File: config.mk
export PLATFORM = sky130hd
export DESIGN_NAME = exp_taylor_series_sum
export DESIGN_NICKNAME = d
export VERILOG_FILES = /design/src/design/ets_pkg.sv /design/src/design/exp_taylor_series_sum.sv /design/src/design/ets_sequencer.sv /design/src/design/ets_datapath.sv
export VERILOG_INCLUDE_DIRS = /design/src /design/src/design
export SDC_FILE = /design/constraint.sdc
export NUM_CORES = 2
export LEC_CHECK = 0
export BUFFER_PORTS_ARGS = -buffer_cell sky130_fd_sc_hd__buf_4
export CORE_MARGIN = 2
export CORE_UTILIZATION = 40
export CTS_CLUSTER_SIZE = 28
export DETAILED_ROUTE_END_ITERATION = 12
export HOLD_SLACK_MARGIN = 0.1
export SYNTH_ARGS = -nofsm -noshare
export SYNTH_HDL_FRONTEND = slang
export SYNTH_SLANG_ARGS = --single-unit
File: constraint.sdc
create_clock -name clk -period 7.8 [get_ports clk]
set_input_delay 0 -clock clk [delete_from_list [all_inputs] [get_ports clk]]
set_output_delay 0 -clock clk [all_outputs]
set_load 0.03 [all_outputs]
File: src/design/assert_macros.svh
`ifndef ASSERT_MACROS_SVH
`define ASSERT_MACROS_SVH

// same-cycle implication, checked on every clock edge out of reset
`define ETS_ASSERT_IMP(lbl, ante, cons, msg) \
    lbl: assert property (@(posedge clk) disable iff (!rst_n) (ante) |-> (cons)) \
        else $error(msg);

// next-cycle implication
`define ETS_ASSERT_NXT(lbl, ante, cons, msg) \
    lbl: assert property (@(posedge clk) disable iff (!rst_n) (ante) |=> (cons)) \
        else $error(msg);

`endif

File: src/design/ets_pkg.sv
`default_nettype none

package ets_pkg;

    // fixed field widths
    localparam int CNT_W  = 7;
    localparam int X_W    = 6;
    localparam int SUM_W  = 64;

    // internal exact term and accumulator width
    localparam int ACC_W  = 128;
    // divisor is below 64, so the partial remainder fits one bit less than the index
    localparam int REM_W  = CNT_W - 1;
    // two quotient bits per division step
    localparam int DIV_STEPS = ACC_W / 2;
    localparam int LC_W   = $clog2(DIV_STEPS);
    localparam int XB_W   = $clog2(X_W);

    localparam int DEF_MAX_TERMS = 64;
    localparam int DEF_FRAC_BITS = 32;

    localparam int UPC_W = 4;

    typedef enum logic [3:0] {
        OP_NONE,
        OP_LOAD,
        OP_MUL_INIT,
        OP_MUL_STEP,
        OP_DIV_INIT,
        OP_DIV_STEP,
        OP_TERM,
        OP_ACC,
        OP_OUT
    } dp_op_t;

    typedef enum logic [2:0] {
        JC_NEXT,
        JC_ALWAYS,
        JC_NO_INPUT,
        JC_DONE,
        JC_FIRST,
        JC_LOOP,
        JC_OUT_BUSY
    } jc_t;

    typedef struct packed {
        dp_op_t             op;
        jc_t                cond;
        logic [UPC_W-1:0]   target;
    } uc_word_t;

    typedef struct packed {
        logic done;
        logic first;
        logic loop_nz;
    } ets_flags_t;

    // microprogram step addresses
    localparam logic [UPC_W-1:0] ST_WAIT  = 4'd0;
    localparam logic [UPC_W-1:0] ST_CHECK = 4'd1;
    localparam logic [UPC_W-1:0] ST_FIRST = 4'd2;
    localparam logic [UPC_W-1:0] ST_MULI  = 4'd3;
    localparam logic [UPC_W-1:0] ST_MULS  = 4'd4;
    localparam logic [UPC_W-1:0] ST_DIVI  = 4'd5;
    localparam logic [UPC_W-1:0] ST_DIVS  = 4'd6;
    localparam logic [UPC_W-1:0] ST_TERM  = 4'd7;
    localparam logic [UPC_W-1:0] ST_ACC   = 4'd8;
    localparam logic [UPC_W-1:0] ST_HOLD  = 4'd9;
    localparam logic [UPC_W-1:0] ST_OUT   = 4'd10;

    function automatic uc_word_t uc_rom(input logic [UPC_W-1:0] addr);
        uc_word_t w;
        begin
            w = '{op: OP_NONE, cond: JC_ALWAYS, target: ST_WAIT};
            case (addr)
                ST_WAIT:  w = '{op: OP_LOAD,      cond: JC_NO_INPUT, target: ST_WAIT};
                ST_CHECK: w = '{op: OP_NONE,      cond: JC_DONE,     target: ST_HOLD};
                ST_FIRST: w = '{op: OP_NONE,      cond: JC_FIRST,    target: ST_ACC};
                ST_MULI:  w = '{op: OP_MUL_INIT,  cond: JC_NEXT,     target: ST_WAIT};
                ST_MULS:  w = '{op: OP_MUL_STEP,  cond: JC_LOOP,     target: ST_MULS};
                ST_DIVI:  w = '{op: OP_DIV_INIT,  cond: JC_NEXT,     target: ST_WAIT};
                ST_DIVS:  w = '{op: OP_DIV_STEP,  cond: JC_LOOP,     target: ST_DIVS};
                ST_TERM:  w = '{op: OP_TERM,      cond: JC_NEXT,     target: ST_WAIT};
                ST_ACC:   w = '{op: OP_ACC,       cond: JC_ALWAYS,   target: ST_CHECK};
                ST_HOLD:  w = '{op: OP_NONE,      cond: JC_OUT_BUSY, target: ST_HOLD};
                ST_OUT:   w = '{op: OP_OUT,       cond: JC_ALWAYS,   target: ST_WAIT};
                default:  w = '{op: OP_NONE,      cond: JC_ALWAYS,   target: ST_WAIT};
            endcase
            return w;
        end
    endfunction

endpackage

`default_nettype wire

File: src/design/exp_taylor_series_sum.sv
// an accepted transaction loads the operands, then each term is built and added
//   up to the term count (clamped to MAX_TERMS), then the sum is written out
// each later term: 6 shift-add multiply, 64 two-bit division and 6 control steps
// a new transaction is taken only once the last result is written out; a result waits
//   in the output register while the next transaction is taken
// reset: asynchronous active low, clears the step counter and output valid
`default_nettype none

module exp_taylor_series_sum
    import ets_pkg::*;
#(
    parameter int MAX_TERMS = DEF_MAX_TERMS,
    parameter int FRAC_BITS = DEF_FRAC_BITS
)
(
    input  wire logic                   clk,
    input  wire logic                   rst_n,
    input  wire logic                   in_valid,
    output logic                        in_ready,
    input  wire logic [CNT_W-1:0]       term_count,
    input  wire logic signed [X_W-1:0]  x_value,
    output logic                        out_valid,
    input  wire logic                   out_ready,
    output logic signed [SUM_W-1:0]     series_sum
);

    dp_op_t           op;
    ets_flags_t       flags;
    logic [SUM_W-1:0] sat_sum;
    logic             out_busy;
    logic             out_valid_reg;
    logic [SUM_W-1:0] sum_reg;

    assign out_busy = out_valid_reg && !out_ready;

    ets_sequencer u_seq (
        .clk      (clk),
        .rst_n    (rst_n),
        .in_valid (in_valid),
        .out_busy (out_busy),
        .flags    (flags),
        .op       (op),
        .in_ready (in_ready)
    );

    ets_datapath #(
        .MAX_TERMS (MAX_TERMS),
        .FRAC_BITS (FRAC_BITS)
    ) u_dp (
        .clk        (clk),
        .rst_n      (rst_n),
        .op         (op),
        .term_count (term_count),
        .x_value    (x_value),
        .flags      (flags),
        .sat_sum    (sat_sum)
    );

    always_ff @(posedge clk or negedge rst_n)
    begin
        if (!rst_n)
        begin
            out_valid_reg <= 1'b0;
        end
        else if (op == OP_OUT)
        begin
            out_valid_reg <= 1'b1;
        end
        else if (out_ready)
        begin
            out_valid_reg <= 1'b0;
        end
    end

    always_ff @(posedge clk)
    begin
        if (op == OP_OUT)
        begin
            sum_reg <= sat_sum;
        end
    end

    assign out_valid  = out_valid_reg;
    assign series_sum = $signed(sum_reg);

endmodule

`default_nettype wire

File: src/design/ets_sequencer.sv
`default_nettype none

`include "assert_macros.svh"

module ets_sequencer
    import ets_pkg::*;
(
    input  wire logic       clk,
    input  wire logic       rst_n,
    input  wire logic       in_valid,
    input  wire logic       out_busy,
    input  wire ets_flags_t flags,
    output dp_op_t          op,
    output logic            in_ready
);

    logic [UPC_W-1:0] upc_reg;
    logic [UPC_W-1:0] upc_next;
    uc_word_t         cw;
    logic             take;

    always_comb
    begin
        cw = uc_rom(upc_reg);
        case (cw.cond)
            JC_NEXT:     take = 1'b0;
            JC_ALWAYS:   take = 1'b1;
            JC_NO_INPUT: take = !in_valid;
            JC_DONE:     take = flags.done;
            JC_FIRST:    take = flags.first;
            JC_LOOP:     take = flags.loop_nz;
            JC_OUT_BUSY: take = out_busy;
            default:     take = 1'b1;
        endcase
        upc_next = take ? cw.target : upc_reg + 1'b1;
    end

    always_ff @(posedge clk or negedge rst_n)
    begin
        if (!rst_n)
        begin
            upc_reg <= ST_WAIT;
        end
        else
        begin
            upc_reg <= upc_next;
        end
    end

    assign op       = cw.op;
    assign in_ready = (upc_reg == ST_WAIT);

    `ETS_ASSERT_IMP(a_upc_range, 1'b1, upc_reg <= ST_OUT, "step counter off the program")
    `ETS_ASSERT_IMP(a_out_free, op == OP_OUT, !out_busy, "result written over a waiting one")
    `ETS_ASSERT_NXT(a_accept_go, in_valid && in_ready, upc_reg == ST_CHECK,
        "accepted transaction did not start the program")
    `ETS_ASSERT_IMP(a_div_nonzero, upc_reg == ST_DIVS, !flags.first, "division by term index zero")

endmodule

`default_nettype wire

File: src/design/ets_datapath.sv
`default_nettype none

module ets_datapath
    import ets_pkg::*;
#(
    parameter int MAX_TERMS = DEF_MAX_TERMS,
    parameter int FRAC_BITS = DEF_FRAC_BITS
)
(
    input  wire logic                   clk,
    input  wire logic                   rst_n,
    input  wire dp_op_t                 op,
    input  wire logic [CNT_W-1:0]       term_count,
    input  wire logic signed [X_W-1:0]  x_value,
    output ets_flags_t                  flags,
    output logic [SUM_W-1:0]            sat_sum
);

    logic [ACC_W-1:0] term_reg, term_next;
    logic [ACC_W-1:0] acc_reg,  acc_next;
    logic [ACC_W-1:0] work_reg, work_next;
    logic [REM_W-1:0] rem_reg,  rem_next;
    logic [CNT_W-1:0] idx_reg,  idx_next;
    logic [CNT_W-1:0] cnt_reg,  cnt_next;
    logic [LC_W-1:0]  lc_reg,   lc_next;
    logic [X_W-1:0]   xmag_reg, xmag_next;
    logic             xneg_reg, xneg_next;

    logic [X_W-1:0]   x_u;
    logic [CNT_W-1:0] r1, r1s, r2, r2s;
    logic             ge1, ge2;
    logic             upper_ones, upper_zeros;

    always_comb
    begin
        x_u = $unsigned(x_value);

        // two restoring division bits per step, dividend shifts out of work
        r1  = {rem_reg, work_reg[ACC_W-1]};
        ge1 = (r1 >= idx_reg);
        r1s = ge1 ? r1 - idx_reg : r1;
        r2  = {r1s[REM_W-1:0], work_reg[ACC_W-2]};
        ge2 = (r2 >= idx_reg);
        r2s = ge2 ? r2 - idx_reg : r2;

        term_next = term_reg;
        acc_next  = acc_reg;
        work_next = work_reg;
        rem_next  = rem_reg;
        idx_next  = idx_reg;
        cnt_next  = cnt_reg;
        lc_next   = lc_reg;
        xmag_next = xmag_reg;
        xneg_next = xneg_reg;

        case (op)
            OP_LOAD:
            begin
                term_next = ACC_W'(1) << FRAC_BITS;
                acc_next  = '0;
                idx_next  = '0;
                cnt_next  = (term_count > CNT_W'(MAX_TERMS)) ? CNT_W'(MAX_TERMS) : term_count;
                xneg_next = x_value[X_W-1];
                xmag_next = x_value[X_W-1] ? (~x_u + 1'b1) : x_u;
            end
            OP_MUL_INIT:
            begin
                work_next = '0;
                lc_next   = LC_W'(X_W - 1);
            end
            OP_MUL_STEP:
            begin
                // msb-first shift and add over the bits of |x|
                work_next = {work_reg[ACC_W-2:0], 1'b0}
                          + (xmag_reg[lc_reg[XB_W-1:0]] ? term_reg : '0);
                lc_next   = lc_reg - 1'b1;
            end
            OP_DIV_INIT:
            begin
                rem_next = '0;
                lc_next  = LC_W'(DIV_STEPS - 1);
            end
            OP_DIV_STEP:
            begin
                work_next = {work_reg[ACC_W-3:0], ge1, ge2};
                rem_next  = r2s[REM_W-1:0];
                lc_next   = lc_reg - 1'b1;
            end
            OP_TERM:
            begin
                term_next = work_reg;
            end
            OP_ACC:
            begin
                // odd terms of a negative exponent are subtracted
                if (xneg_reg && idx_reg[0])
                begin
                    acc_next = acc_reg - term_reg;
                end
                else
                begin
                    acc_next = acc_reg + term_reg;
                end
                idx_next = idx_reg + 1'b1;
            end
            default:
            begin
            end
        endcase
    end

    always_ff @(posedge clk or negedge rst_n)
    begin
        if (!rst_n)
        begin
            idx_reg <= '0;
            cnt_reg <= '0;
            lc_reg  <= '0;
        end
        else
        begin
            idx_reg <= idx_next;
            cnt_reg <= cnt_next;
            lc_reg  <= lc_next;
        end
    end

    always_ff @(posedge clk)
    begin
        term_reg <= term_next;
        acc_reg  <= acc_next;
        work_reg <= work_next;
        rem_reg  <= rem_next;
        xmag_reg <= xmag_next;
        xneg_reg <= xneg_next;
    end

    always_comb
    begin
        flags.done    = (idx_reg == cnt_reg);
        flags.first   = (idx_reg == '0);
        flags.loop_nz = (lc_reg != '0);

        // saturate unless the top bits are all sign
        upper_ones  = &acc_reg[ACC_W-1:SUM_W-1];
        upper_zeros = ~|acc_reg[ACC_W-1:SUM_W-1];
        if (upper_ones || upper_zeros)
        begin
            sat_sum = acc_reg[SUM_W-1:0];
        end
        else if (acc_reg[ACC_W-1])
        begin
            sat_sum = {1'b1, {(SUM_W-1){1'b0}}};
        end
        else
        begin
            sat_sum = {1'b0, {(SUM_W-1){1'b1}}};
        end
    end

endmodule

`default_nettype wire
==> impl_metrics.yaml <==
setup_path:
  path_max_fanout: 7
  critPathArrivalTime_ns: 7.56
  rr_startpoint: "u_dp.term_reg[0]$_SDFFCE_PN0P_"
  max_stage_delay_ns: 0.79
  slowest_stage: "nor4_1"
  cp_cell_sequence: "inv_1 -> ha_1 -> or4b_1 -> nor3_1 -> nand2_1 -> nor4_1 -> and2b_1 -> nand2_1 -> nor2_1 -> buf_4 -> nand4_1 -> nor2_1 -> a21oi_1 -> xnor2_1 -> ha_1 -> inv_1 -> nor3_1 -> nor4b_1 -> nand2_1 -> o21ai_0 -> a21oi_1 -> and4_1 -> or3_1"
  worstPathRequired_ns: 8.21
  ff2ff_setup_slack_ns: 0.65
  timing.rr.end: "u_dp.acc_reg[121]$_SDFFCE_PN0P_"
  critPathMostFrequentCell: "nand2_1"
  path_class: "reg2reg"
  crit_path_end_kind: "flop"
  crit_path_start_kind: "flop"
  r2r_cells: 23
timing:
  rsz0062_at_grt: "false"
  finalCriticalPeriod_ns: 7.152
  relSlewSlack_pct: 26.09
  fin_skew_ns: 0.02325
  timing.final.crit_share_pct: 91.69
  hold_viol: 0
  slew_viol_final: 0
  max_freq_mhz: 139.8
  tns_ns: 0
  final.setup.worst_slack_ns: 0.6478
  timing.hold.ws_ns: 0.1481
  setup_viol_count_final: 0
  tightest_slew_ns: 1.109
power_and_ir_drop:
  power_density_nw_per_um2: 126.7
  power_mw: 5.588
  ir_drop_mv: 0.1710
  power.leakage_nw: 16.93
finish:
  final_cell_mix: "edfxtp_1, nand2_1, a21oi_1"
  multi_input_area_um2: 24230
  fin_cells: 6010
  drive_gt1_share_pct: 5.328
  fin_util_pct: 44.09
  syn_to_final_growth_pct: 9.251
  fin_nets: 4965
  final_common_cell: "edfxtp_1"
  final-seq-area_um2: 14470
  nFillCells: 9753
  design_area_um2: 44090
clock_network:
  cts_max_level: 2
  cts_buffer_depth: 3
  path_clk_slew_ns: 0.06
  clock-root-buffer: "clkbuf_16"
  clock_sinks: 486
  cts_tree: "built"
  cts_made_buffers: 59
  worstSkewPairLatency_ns: 0.68
yosys:
  ys_warn_count: 0
  synthFlopType: "edfxtp_1"
  ys_ff_latch: 486
  syn_nets: 5015
  synth_async_sr_flop_share_pct: 5.144
  ys_seq_area_share_pct: 35.85
  synth.avg_cell_area_um2: 8.556
  synth.cell_area_um2: 40360
  synth.distinct_cells: 98
  synth_edf_count: 461
  syn_inst: 4717
routing:
  routed.top_layer: "met4"
  wl_per_cell_um: 21.59
  dr_wl_met3_um: 9218
  met1Wirelength_um: 62210
  firstDrtPassIters: 6
  vias: 35520
  drt_iter0_drc: 3145
  wl_um: 129800
  drc: 0
  ant_nets: 0
  viasPerCell: 5.910
  wl_met2_um: 54560
min_path:
  hold_depth: 4
  hold_start: "term_count[1]"
  hp-class: "in2reg"
  whs_endpoint: "u_dp.cnt_reg[1]$_DFFE_PN0P_"
global_route:
  grt_pass1_vias: 33490
  grt_overflow_total: 0
  grt_use_total_pct: 24.47
  grt_pass1_wl_um: 198000
  antenna_found_initial: 5
  grt_max_degree: 97
floorplanning:
  dieWidth_um: 321.6
  initial_core_util_pct: 40.36
  pin_count: 83
  num_rows: 116
  core_area_um2: 100000
  die_h_um: 321.6
  die-area_um2: 103500
job:
  maxCapViolations: 0
place:
  placed_area_um2: 41950
  hpwl_um: 100000
  place.gp.congestion: 0.9709
  dp_slack_ns: 0.7498
  dp.cells: 5879
  port_buffers: 82
status:
  outcome: "completed"
==> worst max path at each step <==
stage                                          startpoint                               to  slack (ns)
after detailed placement   u_dp.term_reg[0]$_SDFFCE_PN0P_  u_dp.acc_reg[121]$_SDFFCE_PN0P_        0.75
after floorplan           u_dp.term_reg[26]$_SDFFCE_PN0P_  u_dp.acc_reg[121]$_SDFFCE_PN0P_        2.18
final                      u_dp.term_reg[0]$_SDFFCE_PN0P_  u_dp.acc_reg[121]$_SDFFCE_PN0P_        0.65
after global placement     u_dp.term_reg[0]$_SDFFCE_PN0P_  u_dp.acc_reg[121]$_SDFFCE_PN0P_        0.90
after global routing       u_dp.term_reg[0]$_SDFFCE_PN0P_  u_dp.acc_reg[121]$_SDFFCE_PN0P_        0.06
after CTS                  u_dp.term_reg[0]$_SDFFCE_PN0P_  u_dp.acc_reg[121]$_SDFFCE_PN0P_        0.71
==> layer usage <==
metal | global-route usage (%) | up-vias
met5 | 0 | -
met4 | 6.926 | 0
met3 | 4.295 | 178
met2 | 36.36 | 1175
met1 | 36.16 | 17000
li1 | - | 17160
==> kinds of logic after synthesis <==
logic type	count (synthesis)	share of synthesized area [%]
compound gates	1434	21.89
xor+xnor	372	8.073
fa+ha+maj	281	8.786
buf+inv	452	4.281
flops	486	35.85
mux	22	0.5890
simple gates	1670	20.53
==> power by group <==
part	internal, mW	total (mW)	leakage [nW]	switching [mW]
Combinational	0.0164	0.0255	11.2	0.00911
Sequential	2.81	2.81	4.81	0
Clock	1.57	2.75	0.903	1.18
Total	4.40	5.59	16.9	1.19
==> timing repair <==
| action | in CTS | in global routing |
|---|---|---|
| hold buffers | 25 | 0 |
| gates resized for setup | 0 | 0 |
| hold endpoints to repair | 41 | 0 |
| setup buffers | 0 | 0 |
==> synthesized netlist by cell type (35+ instances only) <==
cell,instances,area (um^2)
o21bai_1,100,750.7
xnor2_1,189,1655
a21oi_1,439,2197
and2_1,150,938.4
a31oi_1,42,262.8
nor2b_1,135,844.6
o21ai_0,382,1912
clkbuf_1,229,859.6
nand3_1,51,255.2
nand2b_1,35,219.0
nor2_1,398,1494
o31ai_1,56,420.4
xor2_1,183,1603
nor4_1,51,319.1
nand2_1,459,1723
a21o_1,123,923.4
o21a_1,40,300.3
ha_1,277,3466
nor3_1,83,415.4
inv_1,202,758.2
edfxtp_1,461,13840
o21ai_1,50,250.2
nand4_1,171,1070
==> worst max-delay path: cells and delay by family (launching register included) <==
kind,cells,cell delay [ns]
flops,1,0.43
compound gates,3,0.44
xor+xnor,1,0.17
fa+ha+maj,2,0.63
buf+inv,3,0.35
simple gates,14,4.83
==> layout make-up <==
| class | instances | share of cell area [%] |
|---|---|---|
| sequential | 486 | 32.82 |
| timing repair buffer | 138 | 2.543 |
| clock inverter | 34 | 0.7548 |
| multi-input combinational | 3779 | 54.95 |
| tap | 1298 | 3.683 |
| antenna | 1 | 0.005675 |
| clock buffer | 71 | 3.499 |
| inverter | 203 | 1.745 |
No activity file was read; power rests on OpenSTA's default activity.
